--- config.mk ---
export PLATFORM = sky130hd
export DESIGN_NAME = countdown_timer_seven_segment_top
export DESIGN_NICKNAME = d
export VERILOG_FILES = /design/src/hdl/cdt_pkg.sv /design/src/hdl/countdown_timer_seven_segment_top.sv /design/src/hdl/cdt_seg_enc.sv
export SDC_FILE = /design/constraint.sdc
export NUM_CORES = 1
export LEC_CHECK = 0
export BUFFER_PORTS_ARGS = -buffer_cell sky130_fd_sc_hd__buf_2
export CAP_MARGIN = 10
export CORE_AREA = 2 2 103 105
export DETAILED_ROUTE_END_ITERATION = 8
export DIE_AREA = 0 0 105 107
export PLACE_DENSITY = 0.77
export SKIP_CTS_REPAIR_TIMING = 1
export SYNTH_ARGS = -nofsm -noshare
export SYNTH_HDL_FRONTEND = slang
export SYNTH_SLANG_ARGS = --single-unit
--- constraint.sdc ---
create_clock -name clk -period 10.3 [get_ports clk]
set_input_delay 2.06 -clock clk [delete_from_list [all_inputs] [get_ports clk]]
set_output_delay 2.06 -clock clk [all_outputs]
set_load 0.005 [all_outputs]
--- src/hdl/cdt_pkg.sv ---
// ----------------------------------------------------------------------------
// cdt_pkg
// Shared widths, register indexes, reset values and the seven-segment
// digit encoding for the countdown timer.
// ----------------------------------------------------------------------------
package cdt_pkg;

    // field and register widths
    localparam int COUNT_W     = 10;
    localparam int PRESCALE_W  = 8;
    localparam int SEG_W       = 8;
    localparam int CFG_INDEX_W = 8;
    localparam int CFG_DATA_W  = 10;

    // configuration register indexes
    localparam logic [CFG_INDEX_W-1:0] CFG_PRESET_IDX   = 8'd0;
    localparam logic [CFG_INDEX_W-1:0] CFG_TERMINAL_IDX = 8'd1;

    // reset values
    localparam logic [COUNT_W-1:0]    PRESET_RESET   = 10'd241;
    localparam logic [PRESCALE_W-1:0] TERMINAL_RESET = 8'd71;

    // count limits and display constants
    localparam logic [COUNT_W-1:0] COUNT_MAX    = 10'd999;
    localparam logic [COUNT_W-1:0] COUNT_HUNDRED = 10'd100;
    localparam logic [SEG_W-1:0]   POINT_BIT    = 8'd128;

    // segment pattern of one decimal digit, bit 7 left clear
    function automatic logic [SEG_W-1:0] seg_digit(input logic [3:0] digit);
        logic [SEG_W-1:0] pattern;
        case (digit)
            4'd0:    pattern = 8'd63;
            4'd1:    pattern = 8'd6;
            4'd2:    pattern = 8'd91;
            4'd3:    pattern = 8'd79;
            4'd4:    pattern = 8'd102;
            4'd5:    pattern = 8'd109;
            4'd6:    pattern = 8'd125;
            4'd7:    pattern = 8'd7;
            4'd8:    pattern = 8'd127;
            4'd9:    pattern = 8'd111;
            default: pattern = 8'd0;
        endcase
        return pattern;
    endfunction

endpackage

--- src/hdl/countdown_timer_seven_segment_top.sv ---
// Pipeline: a request waits in the input register and its result is stored in
// the output register once that register is free.
// Throughput: one tick per cycle unless the output stalls; the tick update
// and digit split fit in the single stage between input and output registers.
// Reset: asynchronous active low; count loads 241, terminal 71, LEDs and
// segment bytes clear, no result is pending.
// ----------------------------------------------------------------------------
// countdown_timer_seven_segment_top
// Tick-driven countdown timer with two buttons, LEDs and a two-digit
// seven-segment display encoding.
// ----------------------------------------------------------------------------
module countdown_timer_seven_segment_top (
    input  logic                            clk,
    input  logic                            rst_n,
    // configuration write port
    input  logic                            cfg_write,
    input  logic [cdt_pkg::CFG_INDEX_W-1:0] cfg_index,
    input  logic [cdt_pkg::CFG_DATA_W-1:0]  cfg_data,
    // tick channel
    input  logic                            in_valid,
    output logic                            in_stall,
    input  logic                            left_button,
    input  logic                            right_button,
    // result channel
    output logic                            out_valid,
    input  logic                            out_stall,
    output logic [cdt_pkg::SEG_W-1:0]       upper_segments,
    output logic [cdt_pkg::SEG_W-1:0]       lower_segments,
    output logic                            display_update,
    output logic                            running_led,
    output logic                            expired_led,
    output logic [cdt_pkg::COUNT_W-1:0]     count_now
);
    import cdt_pkg::*;

    // configuration registers
    logic [COUNT_W-1:0]    preset_reg;
    logic [PRESCALE_W-1:0] terminal_reg;

    // input register
    logic in_valid_reg;
    logic left_in_reg;
    logic right_in_reg;

    // timer state
    logic [PRESCALE_W-1:0] prescaler_reg;
    logic [PRESCALE_W-1:0] prescaler_next;
    logic [COUNT_W-1:0]    remaining_reg;
    logic [COUNT_W-1:0]    remaining_next;
    logic                  running_reg;
    logic                  running_next;
    logic                  left_prev_reg;
    logic                  right_prev_reg;
    logic                  expired_reg;
    logic                  expired_next;
    logic [SEG_W-1:0]      upper_reg;
    logic [SEG_W-1:0]      upper_next;
    logic [SEG_W-1:0]      lower_reg;
    logic [SEG_W-1:0]      lower_next;
    logic                  update_next;

    // output register
    logic                  out_valid_reg;
    logic                  update_reg;

    logic                  in_take;
    logic                  out_ready;
    logic                  stage_take;
    logic                  tenth;
    logic                  left_fall;
    logic                  right_fall;
    logic [COUNT_W-1:0]    preset_sat;
    logic [SEG_W-1:0]      enc_upper;
    logic [SEG_W-1:0]      enc_lower;

    // handshake: output register frees when empty or drained
    assign out_ready  = !out_valid_reg || !out_stall;
    assign stage_take = in_valid_reg && out_ready;
    assign in_stall   = in_valid_reg && !out_ready;
    assign in_take    = in_valid && !in_stall;

    // configuration writes
    always_ff @(posedge clk or negedge rst_n)
    begin
        if (!rst_n)
        begin
            preset_reg   <= PRESET_RESET;
            terminal_reg <= TERMINAL_RESET;
        end
        else if (cfg_write)
        begin
            if (cfg_index == CFG_PRESET_IDX)
            begin
                preset_reg <= cfg_data[COUNT_W-1:0];
            end
            else if (cfg_index == CFG_TERMINAL_IDX)
            begin
                terminal_reg <= cfg_data[PRESCALE_W-1:0];
            end
        end
    end

    // input register valid
    always_ff @(posedge clk or negedge rst_n)
    begin
        if (!rst_n)
        begin
            in_valid_reg <= 1'b0;
        end
        else if (in_take)
        begin
            in_valid_reg <= 1'b1;
        end
        else if (stage_take)
        begin
            in_valid_reg <= 1'b0;
        end
    end

    // input register payload
    always_ff @(posedge clk)
    begin
        if (in_take)
        begin
            left_in_reg  <= left_button;
            right_in_reg <= right_button;
        end
    end

    // prescaler and button edges
    assign tenth      = prescaler_reg >= terminal_reg;
    assign prescaler_next = tenth ? '0 : prescaler_reg + 8'd1;
    assign left_fall  = !left_in_reg && left_prev_reg;
    assign right_fall = !right_in_reg && right_prev_reg;
    assign preset_sat = (preset_reg > COUNT_MAX) ? COUNT_MAX : preset_reg;

    // countdown, reload, toggle and zero check in model order
    always_comb
    begin
        remaining_next = remaining_reg;
        running_next   = running_reg;
        expired_next   = expired_reg;
        update_next    = 1'b0;
        if (tenth && running_reg)
        begin
            if (remaining_reg != '0)
            begin
                remaining_next = remaining_reg - 10'd1;
            end
            update_next = 1'b1;
        end
        if (left_fall)
        begin
            running_next   = 1'b0;
            remaining_next = preset_sat;
            expired_next   = 1'b0;
            update_next    = 1'b1;
        end
        if (right_fall)
        begin
            running_next = !running_next;
        end
        if (remaining_next == '0)
        begin
            running_next = 1'b0;
            expired_next = 1'b1;
        end
    end

    // display encoding of the new count
    cdt_seg_enc u_seg_enc (
        .count (remaining_next),
        .upper (enc_upper),
        .lower (enc_lower)
    );

    assign upper_next = update_next ? enc_upper : upper_reg;
    assign lower_next = update_next ? enc_lower : lower_reg;

    // timer state update, one tick per move into the output register
    always_ff @(posedge clk or negedge rst_n)
    begin
        if (!rst_n)
        begin
            prescaler_reg  <= '0;
            remaining_reg  <= PRESET_RESET;
            running_reg    <= 1'b0;
            left_prev_reg  <= 1'b0;
            right_prev_reg <= 1'b0;
            expired_reg    <= 1'b0;
            upper_reg      <= '0;
            lower_reg      <= '0;
            update_reg     <= 1'b0;
        end
        else if (stage_take)
        begin
            prescaler_reg  <= prescaler_next;
            remaining_reg  <= remaining_next;
            running_reg    <= running_next;
            left_prev_reg  <= left_in_reg;
            right_prev_reg <= right_in_reg;
            expired_reg    <= expired_next;
            upper_reg      <= upper_next;
            lower_reg      <= lower_next;
            update_reg     <= update_next;
        end
    end

    // output register valid
    always_ff @(posedge clk or negedge rst_n)
    begin
        if (!rst_n)
        begin
            out_valid_reg <= 1'b0;
        end
        else if (stage_take)
        begin
            out_valid_reg <= 1'b1;
        end
        else if (!out_stall)
        begin
            out_valid_reg <= 1'b0;
        end
    end

    // result ports
    assign out_valid      = out_valid_reg;
    assign upper_segments = upper_reg;
    assign lower_segments = lower_reg;
    assign display_update = update_reg;
    assign running_led    = running_reg;
    assign expired_led    = expired_reg;
    assign count_now      = remaining_reg;

endmodule

--- src/hdl/cdt_seg_enc.sv ---
// ----------------------------------------------------------------------------
// cdt_seg_enc
// Splits a count of at most 999 into decimal digits by reciprocal
// multiplication and encodes the two-digit display bytes.
// ----------------------------------------------------------------------------
module cdt_seg_enc (
    input  logic [cdt_pkg::COUNT_W-1:0] count,
    output logic [cdt_pkg::SEG_W-1:0]   upper,
    output logic [cdt_pkg::SEG_W-1:0]   lower
);
    import cdt_pkg::*;

    logic [17:0]        prod_tenth;
    logic [15:0]        prod_hundredth;
    logic [6:0]         quot_ten;
    logic [3:0]         quot_hundred;
    logic [COUNT_W-1:0] units_wide;
    logic [6:0]         tens_wide;
    logic [3:0]         digit_units;
    logic [3:0]         digit_tens;

    // count / 10 and count / 100, exact for counts below 1024
    assign prod_tenth     = 18'(count) * 18'd205;
    assign prod_hundredth = 16'(count) * 16'd41;
    assign quot_ten       = prod_tenth[17:11];
    assign quot_hundred   = prod_hundredth[15:12];

    // remainders give the units and tens digits
    assign units_wide  = count - 10'(quot_ten) * 10'd10;
    assign tens_wide   = quot_ten - 7'(quot_hundred) * 7'd10;
    assign digit_units = units_wide[3:0];
    assign digit_tens  = tens_wide[3:0];

    // whole seconds at 100 and up, else X.Y with point on Y, and on both at zero
    always_comb
    begin
        if (count >= COUNT_HUNDRED)
        begin
            upper = seg_digit(quot_hundred);
            lower = seg_digit(digit_tens);
        end
        else
        begin
            upper = seg_digit(digit_tens);
            if (count == '0)
            begin
                upper = upper | POINT_BIT;
            end
            lower = seg_digit(digit_units) | POINT_BIT;
        end
    end

endmodule

==> impl_metrics.py, run 1 <==
metrics = {
    "cts": {
        "cts_buffers": 9,
        "clockBufferDepth": 2,
        "clk_pin_slew_worst_paths_ps": 80,
        "cts_sinks": 61,
        "cts_root_buffer": "clkbuf_8",
        "clk_latency_ps": 350,
        "cts_htree_levels": 3,
        "tritoncts": "yes",
    },
    "outcome": {
        "status": "finished, final reports clean",
    },
    "synthesis": {
        "synth.net_count": 779,
        "synth_ff_type": "dfrtp_1",
        "synthDistinctLibCells": 73,
        "synth_cells": 626,
        "ys_ff_latch": 61,
        "async_flop_share": 0.967,
        "yosysSeqAreaShare": 0.261,
        "synth.avg_cell_area_sq_um": 9.50,
        "ys_warn_count": 0,
        "synth_edf_count": 2,
        "synth_area_sq_um": 5950,
    },
    "finish": {
        "final_common_cell": "ha_1",
        "antenna_cells": 0,
        "drive_gt1_frac": 0.192,
        "fillers": 827,
        "stdcell_area_sq_um": 6610,
        "num-nets-final": 839,
        "multi_input_area_sq_um": 3980,
        "layout_common_cells": "ha_1 (106), inv_1 (93), buf_2 (55)",
        "syn2layout_area_growth_pct": 11.1,
        "utilization": 0.655,
        "seqCellArea_sq_um": 1550,
    },
    "global_route": {
        "grt_usage": 0.263,
        "antenna_found_initial": 0,
        "grt_pass1_vias": 4956,
        "grt_pass1_wl_um": 23500,
        "grt-ovfl-total": 0,
        "grt_max_degree": 60,
    },
    "sta": {
        "setup_viol": 0,
        "post-route-min-period_ps": 8870,
        "rsz0062_at_grt": "false",
        "setup_tns_ps": 0,
        "min_period_over_period": 0.861,
        "relSlewSlack": 0.398,
        "hold_violations": 0,
        "fmax_ghz": 0.113,
        "fin_skew_ps": 18.3,
        "maxSlewViolCount": 0,
        "holdWs_ps": 486,
        "worst_pin_slew_ps": 896,
    },
    "detailed_routing": {
        "num_vias": 4831,
        "wirelength_um": 13900,
        "drc_errors": 0,
        "viasPerCell": 5.84,
        "firstDrtPassIters": 5,
        "wl_per_cell_um": 16.8,
        "drt_iter0_markers": 257,
        "drtAntennaViolNets": 0,
    },
    "critical_path": {
        "max_stage_delay_ps": 730,
        "worstSetupStartpointType": "flop",
        "critical_path_class": "reg -> reg",
        "crit_path_end_kind": "flop",
        "worst_ep_arrival_time_ps": 9160,
        "crit_family": "adder cells",
        "required_ps": 10580,
        "critPathMaxFanout": 11,
        "crit_top_cell": "inv_1",
        "critical-path-slowest-cell": "xnor2_1",
        "timing.critical_path.buf_inv": 7,
    },
    "flow_run": {
        "cap_violations": 0,
    },
    "floorplan": {
        "die_area_sq_um": 11200,
        "core_sq_um": 10100,
        "num_rows": 37,
        "die_w_um": 105,
        "io_pins": 56,
        "fp.dieH_um": 107,
        "start_util": 0.590,
    },
    "hold_path": {
        "min_path_type": "reg -> reg",
    },
    "placement": {
        "dp_hpwl_um": 10900,
        "placed_area_sq_um": 6380,
        "place_congestion": 0.917,
        "port_buffers": 55,
    },
}
metal layers:
layer,vias to the layer above,GRT usage,share of wire
met5,-,0,0
met4,0,0.108,0.026
met3,34,0.0413,0.040
met2,136,0.467,0.51
met1,2363,0.318,0.42
li1,2298,-,-
final timing paths:
check | from | slack [ps] | endpoint | depth (start not counted)
setup reg to reg | terminal_reg[0] | 1430 | lower_segments[0] | 32
setup / recovery | terminal_reg[0] | 1430 | lower_segments[0] | 32
min in group asynchronous | rst_n | 1850 | prescaler_reg[0] | 2
hold / removal | lower_segments[7] | 490 | lower_segments[7] | 2
max in group asynchronous | rst_n | 7940 | upper_segments[3] | 2
hold reg to reg | lower_segments[7] | 490 | lower_segments[7] | 2
stage by stage:
stage	std cells	setup WS [ps]
2_1_floorplan	626	2240
6_report	827	1430
5_1_grt	827	753
3_5_place_dp	810	1550
3_3_place_gp	810	1860
4_1_cts	826	1480
layout make-up:
class / instances / area share
Timing Repair Buffer: 61 / 0.0484
Tap cell: 136 / 0.0257
Clock inverter: 7 / 0.0149
Clock buffer: 9 / 0.0187
Inverter: 95 / 0.0547
Multi-Input combinational cell: 458 / 0.602
Sequential cell: 61 / 0.235
cell families (layout without fill, tap and decap cells):
logic type / Yosys count / after routing / share of synthesized area
fa+ha+maj: 128 / 128 / 0.297
xor+xnor: 26 / 26 / 0.0452
flops: 61 / 61 / 0.261
buf+inv: 107 / 172 / 0.0692
compound gates: 134 / 134 / 0.159
mux: 24 / 24 / 0.0452
simple gates: 146 / 146 / 0.124
synth_stat cells, types with 4 or more instances:
cell type | count | area [sq um]
a21o_1 | 5 | 37.5
a21oi_1 | 22 | 110
a31oi_1 | 11 | 68.8
and3_1 | 5 | 31.3
and4_1 | 4 | 35.0
clkbuf_1 | 7 | 26.3
dfrtp_1 | 45 | 1130
dfstp_2 | 14 | 368
fa_1 | 22 | 440
ha_1 | 106 | 1330
inv_1 | 93 | 349
mux2_2 | 19 | 214
mux2i_1 | 4 | 40.0
nand2_1 | 45 | 169
nand2b_1 | 8 | 50.1
nand3_1 | 8 | 40.0
nand4_1 | 6 | 37.5
nor2_1 | 37 | 139
nor3_1 | 8 | 40.0
o21a_1 | 4 | 30.0
o21ai_0 | 38 | 190
o21ai_1 | 4 | 20.0
o22ai_1 | 9 | 56.3
o31ai_1 | 5 | 37.5
or3_1 | 5 | 31.3
xnor2_1 | 16 | 140
xor2_1 | 7 | 61.3
tightest hold or removal path, stage by stage (launching register included):
cell and delay (ps):
dfrtp_1 350, nand2_1 50, nand2_1 60
Power of run 1 is left out: the tool's default activity adds up to more than one toggle a clock period on the data nets, which glitch-free logic cannot reach.
==> run 2, diff against run 1 <==
--- a/config.mk
+++ b/config.mk
@@ -5,7 +5,7 @@
 export SDC_FILE = /design/constraint.sdc
 export NUM_CORES = 1
 export LEC_CHECK = 0
-export BUFFER_PORTS_ARGS = -buffer_cell sky130_fd_sc_hd__buf_2
+export BUFFER_PORTS_ARGS = -buffer_cell sky130_fd_sc_hd__buf_4
 export CAP_MARGIN = 10
 export CORE_AREA = 2 2 103 105
 export DETAILED_ROUTE_END_ITERATION = 8
==> run 2 against run 1 <==
Against the previous run:
- design area is 1.6% higher
- core utilization is 1.1 points higher
- wire length is 0.14% lower
- setup slack worse by 75 ps
- sequential share of layout area is 0.38 points lower
- critical path type unchanged
- critical endpoint is now lower_segments[3]
- largest cell class unchanged
==> impl_metrics.py, run 2 (synthesis results as in run 1) <==
metrics = {
    "detailed_routing": {
        "wirelength_um": 13900,
        "viasPerCell": 5.80,
        "firstDrtPassIters": 6,
        "drc_errors": 0,
        "drtAntennaViolNets": 0,
        "wl_per_cell_um": 16.9,
        "drt_iter0_markers": 235,
        "num_vias": 4777,
    },
    "finish": {
        "drive_gt1_frac": 0.188,
        "antenna_cells": 0,
        "layoutNonFillerInstCount": 823,
        "layout_common_cells": "ha_1 (106), inv_1 (93), buf_4 (57)",
        "num-nets-final": 835,
        "syn2layout_area_growth_pct": 13.0,
        "final_common_cell": "ha_1",
    },
    "outcome": {
        "status": "finished, final reports clean",
    },
    "critical_path": {
        "crit_top_cell": "inv_1",
        "crit_path_end": "lower_segments[3]",
        "crit_start": "terminal_reg[2]",
        "reg2regPathDepth": 35,
        "required_ps": 10570,
        "regToRegSetupSlack_ps": 1350,
        "crit_path_end_kind": "flop",
        "critical_path_class": "reg -> reg",
        "worstSetupStartpointType": "flop",
        "max_stage_delay_ps": 780,
        "worst_ep_arrival_time_ps": 9220,
        "critPathMaxFanout": 11,
        "r2r_end": "lower_segments[3]",
        "critical-path-slowest-cell": "xnor2_1",
        "rr_startpoint": "terminal_reg[2]",
    },
    "placement": {
        "port_buffers": 55,
        "place_congestion": 0.920,
        "dp.cells": 807,
        "dp_hpwl_um": 11000,
    },
    "global_route": {
        "grt_pass1_vias": 5041,
        "grt_max_degree": 60,
        "grt_usage": 0.264,
        "grt_pass1_wl_um": 23600,
        "grt-ovfl-total": 0,
        "antenna_found_initial": 0,
    },
    "floorplan": {
        "io_pins": 56,
        "die_area_sq_um": 11200,
        "core_sq_um": 10100,
        "die_w_um": 105,
        "start_util": 0.590,
        "num_rows": 37,
        "fp.dieH_um": 107,
    },
    "cts": {
        "tritoncts": "yes",
        "cts_htree_levels": 3,
        "cts_buffers": 9,
        "clk_pin_slew_worst_paths_ps": 80,
        "cts_sinks": 61,
        "clk_latency_ps": 360,
        "cts_root_buffer": "clkbuf_8",
        "clockBufferDepth": 2,
    },
    "sta": {
        "maxSlewViolCount": 0,
        "post-route-min-period_ps": 8950,
        "fin_skew_ps": 16.1,
        "holdWs_ps": 490,
        "setup_viol": 0,
        "worst_pin_slew_ps": 1210,
        "relSlewSlack": 0.192,
        "fmax_ghz": 0.112,
        "min_period_over_period": 0.869,
        "rsz0062_at_grt": "false",
        "hold_violations": 0,
        "setup_tns_ps": 0,
    },
    "hold_path": {
        "min_path_type": "reg -> reg",
    },
    "flow_run": {
        "cap_violations": 0,
    },
}
[run 2: cell type report]
cell class                      count  area [sq um]
Fill cell                         828          3370
Tap cell                          136           170
Timing Repair Buffer               57           428
Sequential cell                    61          1550
Multi-Input combinational cell    458          3980
Inverter                           95           362
Clock buffer                        9           124
Clock inverter                      7          98.8
[run 2: metal layers]
metal	vias up	track usage	wire, um
met2	124	0.473	7200
li1	2288	-	-
met1	2334	0.315	5780
met5	-	0	0
met3	31	0.0395	587
met4	0	0.112	317
[run 2: worst min-delay path by stage]
stage | from | end | slack (ps) | cells after the start
floorplan | prescaler_reg[7] | prescaler_reg[7] | 450 | 1
global route | display_update | display_update | 510 | 2
global placement | lower_segments[7] | lower_segments[7] | 470 | 2
finish | lower_segments[7] | lower_segments[7] | 490 | 2
CTS | lower_segments[7] | lower_segments[7] | 490 | 2
detailed placement | lower_segments[7] | lower_segments[7] | 470 | 2
[run 2: through the flow]
step,cell area [sq um],setup slack (ps),utilization
after floorplan,5950,2240,-
after global placement,6500,1790,0.644
after detailed placement,6500,1440,0.644
after CTS,6720,1340,0.666
after global routing,6720,696,0.666
final,6720,1350,0.666
[run 2: critical path, delay by kind of cell, from the launching register on]
kind / cells / cell delay (ps)
xor gates and xnor gates: 5 / 1620
and+or+nand+nor: 5 / 730
buffers and inverters: 8 / 730
adders and majority gates: 8 / 2860
AOI/OAI and AO/OA: 9 / 2380
DFF: 1 / 540
Power of run 2 is left out for the same reason.
==> run 3, diff against run 2 <==
--- a/config.mk
+++ b/config.mk
@@ -7,10 +7,10 @@
 export LEC_CHECK = 0
 export BUFFER_PORTS_ARGS = -buffer_cell sky130_fd_sc_hd__buf_4
 export CAP_MARGIN = 10
-export CORE_AREA = 2 2 103 105
+export CORE_AREA = 2 2 108 110
 export DETAILED_ROUTE_END_ITERATION = 8
-export DIE_AREA = 0 0 105 107
-export PLACE_DENSITY = 0.77
+export DIE_AREA = 0 0 110 112
+export PLACE_DENSITY = 0.74
 export SKIP_CTS_REPAIR_TIMING = 1
 export SYNTH_ARGS = -nofsm -noshare
 export SYNTH_HDL_FRONTEND = slang
==> constraint.sdc (replaced) <==
create_clock -name clk -period 7.7 [get_ports clk]
set_input_delay 1.54 -clock clk [delete_from_list [all_inputs] [get_ports clk]]
set_output_delay 1.54 -clock clk [all_outputs]
set_load 0.005 [all_outputs]
==> run 3 against run 2 <==
Against the previous run:
- die area rose by 9.7%
- design area up 10%
- clock skew down 1.1 ps
- largest cell class unchanged
- cell count rose by 5.5%
- register-to-register slack got worse by 1300 ps
- count of clock-buffer cells in the layout up 4
- wire length up 8.1%
- critical path depth down 5
- global-route usage down 2.0 points
- non-clock buffer count grew 38
- maximum frequency grew 17%
- first-iteration DRC count rose by 37%
==> impl_metrics.py, run 3 (synthesis results as in run 1) <==
metrics = {
    "detailed_routing": {
        "firstDrtPassIters": 5,
        "drtAntennaViolNets": 0,
        "wirelength_um": 15000,
        "drc_errors": 0,
        "num_vias": 4980,
        "drt_iter0_markers": 323,
        "viasPerCell": 5.74,
        "wl_per_cell_um": 17.3,
    },
    "critical_path": {
        "critPathMaxFanout": 6,
        "worstSetupStartpointType": "flop",
        "required_ps": 7960,
        "reg2regPathDepth": 30,
        "worst_ep_arrival_time_ps": 7910,
        "regToRegSetupSlack_ps": 50,
        "timing.critical_path.buf_inv": 3,
        "crit_path_end_kind": "flop",
        "critical_path_class": "reg -> reg",
        "max_stage_delay_ps": 540,
        "critical-path-slowest-cell": "dfstp_2",
        "rr_startpoint": "terminal_reg[2]",
        "crit_family": "adder cells",
        "r2r_end": "lower_segments[2]",
    },
    "global_route": {
        "antenna_found_initial": 0,
        "grt-ovfl-total": 0,
        "grt_usage": 0.243,
        "grt_pass1_vias": 4941,
        "grt_max_degree": 60,
        "grt_pass1_wl_um": 23700,
    },
    "sta": {
        "relSlewSlack": 0.251,
        "min_period_over_period": 0.994,
        "hold_violations": 0,
        "fmax_ghz": 0.131,
        "rsz0062_at_grt": "true",
        "setup_viol": 0,
        "post-route-min-period_ps": 7650,
        "worst_pin_slew_ps": 1120,
        "maxSlewViolCount": 0,
        "fin_skew_ps": 15.0,
    },
    "cts": {
        "cts_buffers": 9,
        "tritoncts": "yes",
        "cts_sinks": 61,
        "clk_pin_slew_worst_paths_ps": 60,
        "cts_htree_levels": 3,
        "clk_latency_ps": 330,
        "cts_root_buffer": "clkbuf_16",
        "clockBufferDepth": 2,
    },
    "floorplan": {
        "die_area_sq_um": 12300,
        "io_pins": 56,
        "core_sq_um": 11200,
        "start_util": 0.532,
        "num_rows": 39,
        "fp.dieH_um": 112,
        "die_w_um": 110,
    },
    "outcome": {
        "status": "finished, final reports clean",
    },
    "hold_path": {
        "hold_start": "display_update",
        "worstHoldEndpoint": "display_update",
        "hold_depth": 2,
        "min_path_type": "reg -> reg",
    },
    "placement": {
        "port_buffers": 55,
        "place_congestion": 0.918,
        "dp_hpwl_um": 11600,
        "placed_area_sq_um": 6780,
    },
    "finish": {
        "layout_common_cells": "ha_1 (96), buf_4 (92), inv_1 (87)",
        "stdcell_area_sq_um": 7400,
        "syn2layout_area_growth_pct": 24.3,
        "antenna_cells": 0,
        "final_common_cell": "ha_1",
        "num-nets-final": 873,
        "drive_gt1_frac": 0.283,
    },
    "flow_run": {
        "cap_violations": 0,
    },
}
==> run 3: cell count changes in the layout (fill, tap and decap cells not counted), moves of 6 or more <==
cell,delta
buf_4,+35
ha_1,-10
clkbuf_16,+9
ha_4,+8
clkbuf_8,-7
inv_1,-6
inv_2,+6
==> run 3: worst max path at each step <==
| stage | slack (ps) | startpoint | cells after the start | end |
|---|---|---|---|---|
| floorplan | 40 | terminal_reg[2] | 37 | lower_segments[2] |
| global placement | 20 | terminal_reg[2] | 36 | lower_segments[2] |
| detailed placement | -230 | terminal_reg[2] | 30 | lower_segments[2] |
| CTS | -280 | terminal_reg[2] | 30 | lower_segments[2] |
| global route | -230 | terminal_reg[2] | 36 | lower_segments[2] |
| finish | 50 | terminal_reg[2] | 30 | lower_segments[2] |
==> run 3: cell type report <==
class                           count  area, sq um
Inverter                           95          362
Clock inverter                      3         68.8
Fill cell                         878         3780
Clock buffer                       13          260
Multi-Input combinational cell    458         4250
Tap cell                          143          179
Timing Repair Buffer               95          724
Sequential cell                    61         1550
==> run 3: stage by stage <==
| step | utilization | hold WS [ps] | std cells | setup TNS (ps) | setup WS, ps |
|---|---|---|---|---|---|
| 2_1_floorplan | - | 453 | 626 | 0 | 40.6 |
| 3_3_place_gp | 0.607 | 467 | 843 | 0 | 24.1 |
| 3_5_place_dp | 0.607 | 464 | 843 | -2380 | -232 |
| 4_1_cts | 0.636 | 478 | 859 | -2890 | -280 |
| 5_1_grt | 0.662 | 495 | 868 | -2400 | -231 |
| 6_report | 0.662 | 475 | 868 | 0 | 47.8 |
==> run 3: routing by layer <==
layer	track usage	vias to the layer above	routed length, um
li1	-	2368	-
met1	0.309	2441	6300
met2	0.429	142	7660
met3	0.0363	29	699
met4	0.0608	0	354
met5	0	-	0
==> run 3: worst reg2reg max path, delay by kind of cell, from the launching register on <==
| kind | cells | cell delay (ps) |
|---|---|---|
| adders and majority gates | 8 | 2700 |
| buffers and inverters | 3 | 270 |
| AOI/OAI and AO/OA | 8 | 1770 |
| and+or+nand+nor | 4 | 760 |
| DFF | 1 | 540 |
| xor gates and xnor gates | 6 | 1210 |
| muxes | 1 | 340 |
Power of run 3 is left out for the same reason.
